==> src/hw/rtl/ngt_pkg.sv <==
// Types and constants of the neighbor sequence-gap tracker.
package ngt_pkg;

  localparam int TABLE_DEPTH = 64;
  localparam int IDX_W       = $clog2(TABLE_DEPTH);
  localparam int CNT_W       = $clog2(TABLE_DEPTH + 1);

  localparam logic [3:0]  HDR_VERSION = 4'h1;
  localparam logic [15:0] AVG_UNITY   = 16'h0100;

  typedef enum logic [1:0] {
    ST_ACCEPT = 2'd0,
    ST_BAD_HDR = 2'd1,
    ST_OWN_ADDR = 2'd2,
    ST_FULL = 2'd3
  } status_e;

  typedef struct packed {
    logic [7:0]  lqi;
    logic [7:0]  rssi;
    logic [7:0]  seq;
    logic [7:0]  header;
    logic [15:0] sender;
  } ngt_item_t;

  typedef struct packed {
    logic [15:0] avg;
    logic [7:0]  seq;
    logic [15:0] addr;
  } ngt_entry_t;

  localparam int ENTRY_W = $bits(ngt_entry_t);

  typedef struct packed {
    status_e     status;
    logic [5:0]  slot;
    logic        new_entry;
    logic [7:0]  gap;
    logic [15:0] avg;
    logic [15:0] ignored;
    logic [7:0]  rssi;
    logic [7:0]  lqi;
  } ngt_res_t;

endpackage

==> src/hw/rtl/neighbor_seqno_gap_tracker_top.sv <==
// Top level of the neighbor sequence-gap tracker.
// Steps: header check, search over the used slots, update, then handoff of
// the result to the output register, which can stall on m_axis_tready.
// One beat at a time: the next input beat is taken only once the result of
// the last one is handed to the output register.
// Reset clears the fill count, ignored counter and handshake state at once.
module neighbor_seqno_gap_tracker_top import ngt_pkg::*; (
  input  logic        clk_i,
  input  logic        rst_ni,
  input  logic        s_axis_tvalid,
  output logic        s_axis_tready,
  // sender_address, header_byte, sequence_number, rssi_value, lqi_value
  input  logic [47:0] s_axis_tdata,
  output logic        m_axis_tvalid,
  input  logic        m_axis_tready,
  // slot_index, new_entry, sequence_gap, average_gap, ignored_total,
  // link_rssi, link_lqi, one zero pad bit
  output logic [63:0] m_axis_tdata,
  // status
  output logic [1:0]  m_axis_tuser,
  input  logic        cfg_valid_i,
  output logic        cfg_ready_o,
  input  logic [15:0] cfg_data_i
);

  logic [15:0] own_addr_q;
  logic        m_valid_q;
  ngt_res_t    m_res_q;
  logic        res_valid;
  logic        res_ready;
  ngt_res_t    res;

  assign cfg_ready_o = 1'b1;
  assign res_ready   = !m_valid_q || m_axis_tready;

  always_ff @(posedge clk_i or negedge rst_ni) begin
    if (!rst_ni) begin
      own_addr_q <= '0;
      m_valid_q  <= 1'b0;
    end else begin
      if (cfg_valid_i) begin
        own_addr_q <= cfg_data_i;
      end
      if (res_valid && res_ready) begin
        m_valid_q <= 1'b1;
      end else if (m_axis_tready) begin
        m_valid_q <= 1'b0;
      end
    end
  end

  always_ff @(posedge clk_i) begin
    if (res_valid && res_ready) begin
      m_res_q <= res;
    end
  end

  ngt_engine u_engine (
    .clk_i       (clk_i),
    .rst_ni      (rst_ni),
    .item_valid_i(s_axis_tvalid),
    .item_ready_o(s_axis_tready),
    .item_i      (ngt_item_t'(s_axis_tdata)),
    .own_addr_i  (own_addr_q),
    .res_valid_o (res_valid),
    .res_ready_i (res_ready),
    .res_o       (res)
  );

  assign m_axis_tvalid = m_valid_q;
  assign m_axis_tuser  = m_res_q.status;
  assign m_axis_tdata  = {1'b0, m_res_q.lqi, m_res_q.rssi, m_res_q.ignored, m_res_q.avg,
                          m_res_q.gap, m_res_q.new_entry, m_res_q.slot};

endmodule

==> src/hw/rtl/ngt_ram.sv <==
// Generic single-write, single-read RAM with registered read data.
module ngt_ram #(
  parameter int WIDTH = 8,
  parameter int DEPTH = 64
) (
  input  logic                     clk_i,
  input  logic                     we_i,
  input  logic [$clog2(DEPTH)-1:0] waddr_i,
  input  logic [WIDTH-1:0]         wdata_i,
  input  logic [$clog2(DEPTH)-1:0] raddr_i,
  output logic [WIDTH-1:0]         rdata_o
);

  logic [WIDTH-1:0] mem_q [DEPTH];
  logic [WIDTH-1:0] rdata_q;

  always_ff @(posedge clk_i) begin
    if (we_i) begin
      mem_q[waddr_i] <= wdata_i;
    end
    rdata_q <= mem_q[raddr_i];
  end

  assign rdata_o = rdata_q;

endmodule

==> src/hw/rtl/ngt_engine.sv <==
// Sequencer: header check, table search with one shared compare, average update.
module ngt_engine import ngt_pkg::*; (
  input  logic      clk_i,
  input  logic      rst_ni,
  input  logic      item_valid_i,
  output logic      item_ready_o,
  input  ngt_item_t item_i,
  input  logic [15:0] own_addr_i,
  output logic      res_valid_o,
  input  logic      res_ready_i,
  output ngt_res_t  res_o
);

  typedef enum logic [4:0] {
    S_IDLE   = 5'b00001,
    S_CHECK  = 5'b00010,
    S_SEARCH = 5'b00100,
    S_UPDATE = 5'b01000,
    S_DONE   = 5'b10000
  } state_e;

  state_e           state_q, state_d;
  ngt_item_t        item_q, item_d;
  logic [CNT_W-1:0] scan_q, scan_d;
  logic [CNT_W-1:0] used_q, used_d;
  logic             pend_q, pend_d;
  logic [IDX_W-1:0] pend_idx_q, pend_idx_d;
  logic [IDX_W-1:0] slot_q, slot_d;
  logic             new_q, new_d;
  logic [7:0]       last_q, last_d;
  logic [15:0]      avg_q, avg_d;
  logic [15:0]      ign_q, ign_d;
  ngt_res_t         res_q, res_d;

  logic             we;
  ngt_entry_t       wentry;
  logic [IDX_W-1:0] raddr;
  logic [ENTRY_W-1:0] rdata;
  ngt_entry_t       rentry;

  logic             bad_hdr;
  logic             hit;
  logic [7:0]       gap;
  logic [17:0]      avg_x3;
  logic [15:0]      avg_new;

  assign rentry  = ngt_entry_t'(rdata);
  assign bad_hdr = (item_q.header[7:4] != HDR_VERSION) || (item_q.header[3:0] == 4'h0);
  assign hit     = pend_q && (rentry.addr == item_q.sender);
  assign gap     = item_q.seq - last_q;
  assign avg_x3  = {2'b00, avg_q} + {1'b0, avg_q, 1'b0};
  assign avg_new = {2'b00, gap, 6'b0} + avg_x3[17:2];

  always_comb begin
    state_d    = state_q;
    item_d     = item_q;
    scan_d     = scan_q;
    used_d     = used_q;
    pend_d     = pend_q;
    pend_idx_d = pend_idx_q;
    slot_d     = slot_q;
    new_d      = new_q;
    last_d     = last_q;
    avg_d      = avg_q;
    ign_d      = ign_q;
    res_d      = res_q;
    we         = 1'b0;
    raddr      = scan_q[IDX_W-1:0];
    wentry     = '{avg: avg_new, seq: item_q.seq, addr: item_q.sender};

    unique case (state_q)
      S_IDLE: begin
        if (item_valid_i) begin
          item_d  = item_i;
          state_d = S_CHECK;
        end
      end
      S_CHECK: begin
        res_d = '0;
        if (bad_hdr || (item_q.sender == own_addr_i)) begin
          ign_d          = ign_q + 16'd1;
          res_d.status   = bad_hdr ? ST_BAD_HDR : ST_OWN_ADDR;
          res_d.ignored  = ign_q + 16'd1;
          state_d        = S_DONE;
        end else begin
          scan_d  = '0;
          pend_d  = 1'b0;
          state_d = S_SEARCH;
        end
      end
      S_SEARCH: begin
        if (hit) begin
          slot_d  = pend_idx_q;
          new_d   = 1'b0;
          last_d  = rentry.seq;
          avg_d   = rentry.avg;
          pend_d  = 1'b0;
          state_d = S_UPDATE;
        end else if (scan_q < used_q) begin
          pend_d     = 1'b1;
          pend_idx_d = scan_q[IDX_W-1:0];
          scan_d     = scan_q + CNT_W'(1);
        end else begin
          pend_d = 1'b0;
          if (used_q >= CNT_W'(TABLE_DEPTH)) begin
            res_d         = '0;
            res_d.status  = ST_FULL;
            res_d.ignored = ign_q;
            state_d       = S_DONE;
          end else begin
            slot_d  = used_q[IDX_W-1:0];
            new_d   = 1'b1;
            last_d  = item_q.seq - 8'd1;
            avg_d   = AVG_UNITY;
            used_d  = used_q + CNT_W'(1);
            state_d = S_UPDATE;
          end
        end
      end
      S_UPDATE: begin
        we            = 1'b1;
        res_d.status  = ST_ACCEPT;
        res_d.slot    = 6'(slot_q);
        res_d.new_entry = new_q;
        res_d.gap     = gap;
        res_d.avg     = avg_new;
        res_d.ignored = ign_q;
        res_d.rssi    = item_q.rssi;
        res_d.lqi     = item_q.lqi;
        state_d       = S_DONE;
      end
      S_DONE: begin
        if (res_ready_i) begin
          state_d = S_IDLE;
        end
      end
      default: begin
        state_d = S_IDLE;
      end
    endcase
  end

  always_ff @(posedge clk_i or negedge rst_ni) begin
    if (!rst_ni) begin
      state_q <= S_IDLE;
      used_q  <= '0;
      ign_q   <= '0;
      pend_q  <= 1'b0;
    end else begin
      state_q <= state_d;
      used_q  <= used_d;
      ign_q   <= ign_d;
      pend_q  <= pend_d;
    end
  end

  always_ff @(posedge clk_i) begin
    item_q     <= item_d;
    scan_q     <= scan_d;
    pend_idx_q <= pend_idx_d;
    slot_q     <= slot_d;
    new_q      <= new_d;
    last_q     <= last_d;
    avg_q      <= avg_d;
    res_q      <= res_d;
  end

  ngt_ram #(
    .WIDTH(ENTRY_W),
    .DEPTH(TABLE_DEPTH)
  ) u_table (
    .clk_i  (clk_i),
    .we_i   (we),
    .waddr_i(slot_q),
    .wdata_i(wentry),
    .raddr_i(raddr),
    .rdata_o(rdata)
  );

  assign item_ready_o = (state_q == S_IDLE);
  assign res_valid_o  = (state_q == S_DONE);
  assign res_o        = res_q;

endmodule

==> config.mk <==
export PLATFORM = sky130hd
export DESIGN_NAME = neighbor_seqno_gap_tracker_top
export DESIGN_NICKNAME = d
export VERILOG_FILES = /design/src/hw/rtl/ngt_pkg.sv /design/src/hw/rtl/neighbor_seqno_gap_tracker_top.sv /design/src/hw/rtl/ngt_ram.sv /design/src/hw/rtl/ngt_engine.sv
export SDC_FILE = /design/constraint.sdc
export NUM_CORES = 2
export LEC_CHECK = 0
export BUFFER_PORTS_ARGS = -buffer_cell sky130_fd_sc_hd__buf_2
export CAP_MARGIN = 20
export CELL_PAD_IN_SITES_DETAIL_PLACEMENT = 0
export CELL_PAD_IN_SITES_GLOBAL_PLACEMENT = 1
export CORE_AREA = 2 2 448 450
export DETAILED_ROUTE_END_ITERATION = 10
export DIE_AREA = 0 0 450 452
export PLACE_DENSITY_LB_ADDON = 0.1
export SETUP_SLACK_MARGIN = 0.3
export SLEW_MARGIN = 20
export SYNTH_ARGS = -nofsm -noshare
export SYNTH_HDL_FRONTEND = slang
export SYNTH_SLANG_ARGS = --single-unit
==> constraint.sdc <==
create_clock -name clk_i -period 7.4 [get_ports clk_i]
set_input_delay 1.11 -clock clk_i [delete_from_list [all_inputs] [get_ports clk_i]]
set_output_delay 1.11 -clock clk_i [all_outputs]
set_load 0.005 [all_outputs]
## Word level (Yosys, flattened, before mapping)

Memory sizes are Yosys's and may differ from the RTL's. A register that Yosys moved wholly into a read port is not among the register bits.
Cells that the tools add are included.

- Bits in registers: 268
- Latch bits: 0
- Memory bits (writable): 2560
- Memory bits (read-only): 0
- Logic and storage cells: 121
- Memories: 1

- $add $sub $neg: 7
- Multipliers: 0
- Divide/modulo/power cells: 0
- Magnitude comparators: 2
- Eq/ne operators: 18
- Shifts and indexed selects: 0
- Multiplexer cells: 38
- Bitwise logic cells: 3
- Reductions and logical operators: 19

Memory list:

| name | words | bits a word | read ports | clocked after memory_dff | wr ports | RTL line | RTL |
|---|---|---|---|---|---|---|---|
| u_engine.u_table.mem_q | 64 | 40 | 1 | 1 | 1 | ngt_ram.sv:14 | `logic [WIDTH-1:0] mem_q [DEPTH];` |

Operators with widths:

| operator | count |
|---|---|
| $mux 65 | 3 |
| $pmux 65 s3 | 1 |
| $mux 16 | 4 |
| $eq 16x16->1 | 2 |
| $mux 5 | 6 |
| $pmux 5 s5 | 1 |
| $mux 8 | 3 |
| $mux 7 | 3 |
| $add 16x17->18 | 1 |
| $mux 6 | 3 |
| $add 14x16->16 | 1 |
| $add 16x1->16 const B | 1 |
| $add 7x1->7 const B | 2 |
| $pmux 7 s2 | 1 |
| $reduce_and 4->1 | 3 |
| $mux 1 | 10 |
| $ne 2x1->1 const B | 5 |
| $reduce_and 3->1 | 3 |
| $ne 2x2->1 const B | 4 |
| $sub 8x1->8 const B | 1 |
| $sub 8x8->8 | 1 |
| $ge 7x7->1 const B | 1 |
| $lt 7x7->1 | 1 |
| $reduce_and 2->1 | 3 |
| 16 further kinds | 23 |

## Longest topological paths before layout

- Depth after elaboration: 5
- Gate-level depth with buffers: 17
- Gate-level depth less buffers: 17

## By module

Synthesis repeated with hierarchy kept, for this count alone.

- Cell total of the unflattened synthesis: 5053
- Area, all modules: 109580.1 um^2

Modules (own cells, without submodules):

| module | instances | cells an instance | area an instance (um^2) | sequential area each (um^2) |
|---|---|---|---|---|
| ngt_ram | 1 | 4195 | 97836.3 | 77674.5 |
| ngt_engine | 1 | 751 | 9076.2 | 5441.5 |
| neighbor_seqno_gap_tracker_top | 1 | 107 | 2667.6 | 2377.3 |

## Worst setup path after synthesis

Ideal clock, no wire load.

- Kind: register to register
- From: register u_engine.item_q[24] (netlist bit)
- To: memory u_engine.u_table.mem_q[0][39] (netlist bit), data pin
- Library setup time: 0.539 ns
- Data arrival time: 4.986 ns
- Required time: 6.861 ns
- Path slack: 1.874 ns
- Cell stages (with the launch flop): 14
- Path buffers: 0
- Path through: edfxtp_1 -> inv_1 -> ha_1 -> fa_1 -> nor2b_1 -> o21ai_0 -> nand2b_1 -> a21o_1 -> a21o_1 -> xor2_1 -> ha_1 -> o21a_1 -> o211ai_1 -> xor2_1

- Longest elaborated chain between the ends: 2

RTL lines:

| element | RTL line | RTL |
|---|---|---|
| start: declaration | ngt_engine.sv:23 | `ngt_item_t item_q, item_d;` |
| start signal: assignment | ngt_engine.sv:158 | `item_q <= item_d;` |
| $sub 8x8->8 | ngt_engine.sv:50 | `assign gap = item_q.seq - last_q;` |
| $add 14x16->16 | ngt_engine.sv:52 | `assign avg_new = {2'b00, gap, 6'b0} + avg_x3[17:2];` |
| via u_engine.avg_new[15] | ngt_engine.sv:45 | `logic [15:0] avg_new;` |
| end: declaration | ngt_ram.sv:14 |  |

The timed path passes the listed nets, and every way through them passes these cells.

==> flow_summary.ini <==
[clock_tree]
path_clk_slew_ns = 0.06
cts-resized-gates = 0
cts_tree = built
htreeDepth = 5
cts_buffers = 308
hold_buffers = 0
cts-root-buf = clkbuf_16
post-cts-setup-buffer-count = 0
clock_latency_ns = 0.94
cts.sinks = 2868
ctsLongestPathBuffers = 4

[routing]
routed_wl_mm = 271.3
drt_first_pass_iters = 6
route.detailed.drc = 0
drt_iter0_markers = 6342
num_vias = 52890
detail-route-antenna-nets = 0
viasPerCell = 6.409
post_drt_wl_per_cell_um = 32.88

[finish]
layout_commonest_cell = edfxtp_1
area_growth_pct = 12.85
most-common-layout-cells = 2,782 x edfxtp_1, 684 x mux4_2, 314 x clkbuf_16, 165 x mux2i_1, 165 x buf_4
nets = 5482
drive_gt1_frac = 0.2720
final_area_um2 = 124700

[worst_setup_path]
cp_top_family = compound AO/OA/AOI/OAI gates
critPathLaunch = u_engine.avg_q[1]$_SDFFCE_PN0P_
required_ns = 8.18
end_kind = flop
path_buf_inv = 2
crit_chain = inv_1, fa_1, nand2b_1, a211oi_1, nor2_1, o21ai_0, a21o_1, a21oi_1, xnor2_1, ha_1, nand2_1, o211ai_1, a21oi_1, o21ai_0, o211ai_1, xor2_4, buf_4, and2_1
setup.worst_path.start_class = flop
max_stage_delay_ns = 0.49
crit_cells = 18
reg2reg_depth = 18
endpoint = u_engine.res_o[47]$_DFFE_PP_
r2r_end = u_engine.res_o[47]$_DFFE_PP_
crit_type = reg -> reg
cp_max_fo = 65
arrival_ns = 5.41
worst_path_max_delay_cell = buf_4
r2r_start = u_engine.avg_q[1]$_SDFFCE_PN0P_
rrSetupSlack_ns = 2.78

[die]
ios = 138
rows = 164
die_area_um2 = 203400
coreArea_um2 = 198600
die_h_um = 452
die_w_um = 450
initial_core_util = 0.5564

[synth]
syn_avg_cell_area_um2 = 22.08
synth_cells = 5005
ys_seq_area_frac = 0.7736
syn_nets = 5118
synth-async-reset-ratio = 0.01604
ys_warn_count = 0
synth_edf_count = 2782
synth_top_area_share = 0.7559
synthesis.area_um2 = 110500
yosysUniqueCellTypes = 60
synth_area_leaders = edfxtp_1 76%, mux4_2 14%, mux2i_1 1.5%
synth.largest_area_cell = edfxtp_1
synth_flop_cell = edfxtp_1
synth_seq_cells = 2868

[timing]
period_needed_ns = 4.624
relSlewSlack = 0.1558
maxSlewViolCount = 0
timing.final.hold_violations = 0
fmax_mhz = 216.3
setup_viol = 0
grt_setup_unrepaired = no
period_share = 0.6248
clock_skew_ns = 0.05629
setup_tns_ns = 0
worstMarginPinSlew_ns = 1.266

[place]
place_area_um2 = 115400
hpwl_mm = 151.2
io_buffers = 135
gp_congestion = 0.8219

[global_route]
grt_overflow = 0
grt_pass1_wl_mm = 388.3
first_global_vias = 52770
antenna_found_initial = 14
grt_usage = 0.2687
grt_max_degree = 115

[pwr]
power_per_cell_area_nw_per_um2 = 286.0
p_leak_nw = 38.43
ir_drop_uv = 315.0

[hold_path]
hold_class = in -> async

[run]
cap_violations = 0

[status]
status = completed
-- through the flow --
step / worst slack, ns / instances / util / power, W / hold WS (ns)
6_report: 2.776 / 8253 / 0.6279 / 0.03567 / 0.3230
5_1_grt: 2.406 / 8252 / 0.6279 / 0.03672 / 0.3168
2_1_floorplan: 1.874 / 5005 / - / 0.02069 / 0.4003
3_5_place_dp: 2.802 / 7713 / 0.5809 / 0.02167 / 0.4045
3_3_place_gp: 2.746 / 7713 / 0.5808 / 0.02156 / 0.4008
4_1_cts: 2.753 / 8249 / 0.6277 / 0.03590 / 0.2887
-- cell type report --
cell class / instances / area [µm²]
inverters: 37 / 138.9
multi-input cells: 1837 / 24220
clock inverters: 132 / 959.7
repair buffers: 317 / 2233
clock buffers: 404 / 8346
well taps: 2656 / 3323
flip-flops and latches: 2868 / 85490
fillers: 13570 / 73910
diodes: 2 / 5.005
-- worst min-delay path by stage --
stage                                      start                            to  slack (ns)
floorplan           u_engine.res_o[57]$_DFFE_PP_     m_axis_tdata[0]$_DFFE_PP_        0.40
global placement     u_engine.res_o[5]$_DFFE_PP_    m_axis_tdata[60]$_DFFE_PP_        0.40
detailed placement   u_engine.res_o[2]$_DFFE_PP_    m_axis_tdata[57]$_DFFE_PP_        0.40
CTS                                       rst_ni     own_addr_q[2]$_DFFE_PN0P_        0.29
global route                     s_axis_tdata[2]  u_engine.item_q[2]$_DFFE_PP_        0.32
finish                                    rst_ni     own_addr_q[0]$_DFFE_PN0P_        0.32
-- logic make-up (layout without fill, tap and decap cells) --
family                   count (synthesis)  count (layout)  synth area share
flip-flops                            2868            2868            0.7736
adder cells (fa/ha/maj)                 44              44          0.005185
XOR/XNOR                                89              89          0.007053
other                                    2               4        0.00006795
AO/OA/AOI/OAI                          408             408           0.02413
AND/OR/NAND/NOR                        422             422           0.01979
multiplexers                           872             872            0.1567
buffers and inverters                  300             890           0.01353
-- power by group --
| group | leakage [nW] | internal, W | switching, W |
|---|---|---|---|
| Sequential | 25.9 | 0.0192 | 0.000105 |
| Clock | 4.55 | 0.00833 | 0.00604 |
| Combinational | 7.93 | 0.000334 | 0.00166 |
-- synthesized netlist by cell type, drive strengths merged, types with 23 or more instances --
library cell,count
nor2b,86
mux2,23
nor2,122
mux2i,165
a221oi,41
nand2,60
clkbuf,118
buf,145
inv,37
o21ai,67
xnor2,43
a211oi,84
edfxtp,2782
and2,67
xor2,46
ha,41
mux4,684
dfrtp,45
dfxtp,40
a21oi,135
-- sequential cells by signal, summed over array words and instances (netlist names) --
| name | flops |
|---|---|
| m_axis_tvalid | 1 |
| u_engine.last_q | 8 |
| u_engine.item_q | 48 |
| u_engine.used_q | 7 |
| u_engine.u_table.mem_q | 2560 |
| u_engine.ign_q | 16 |
| u_engine.avg_q | 16 |
| u_engine.u_table.rdata_o | 40 |
| m_axis_tdata | 63 |
| u_engine.res_o | 65 |
| u_engine.scan_q | 7 |
| u_engine.new_q | 1 |
| u_engine.slot_q | 6 |
| u_engine.pend_idx_q | 6 |
| m_axis_tuser | 2 |
| own_addr_q | 16 |
| u_engine.pend_q | 1 |
| u_engine.state_q | 5 |
-- layer usage --
metal,up-vias,wire (µm),track usage
met5,-,21,0
met4,4,5911,0.06397
met3,402,22890,0.05318
met2,2320,129200,0.4174
met1,28500,113300,0.4003
li1,21670,-,-
-- worst reg2reg max path: stages, from the launching register on --
cell and delay [ns]:
edfxtp_1 0.39, inv_1 0.08, fa_1 0.48, nand2b_1 0.19, a211oi_1 0.31, nor2_1 0.18
o21ai_0 0.31, a21o_1 0.17, a21oi_1 0.08, xnor2_1 0.14, ha_1 0.38, nand2_1 0.11
o211ai_1 0.09, a21oi_1 0.36, o21ai_0 0.13, o211ai_1 0.24, xor2_4 0.17, buf_4 0.49
and2_1 0.21
(Power assumes the default switching activity.)
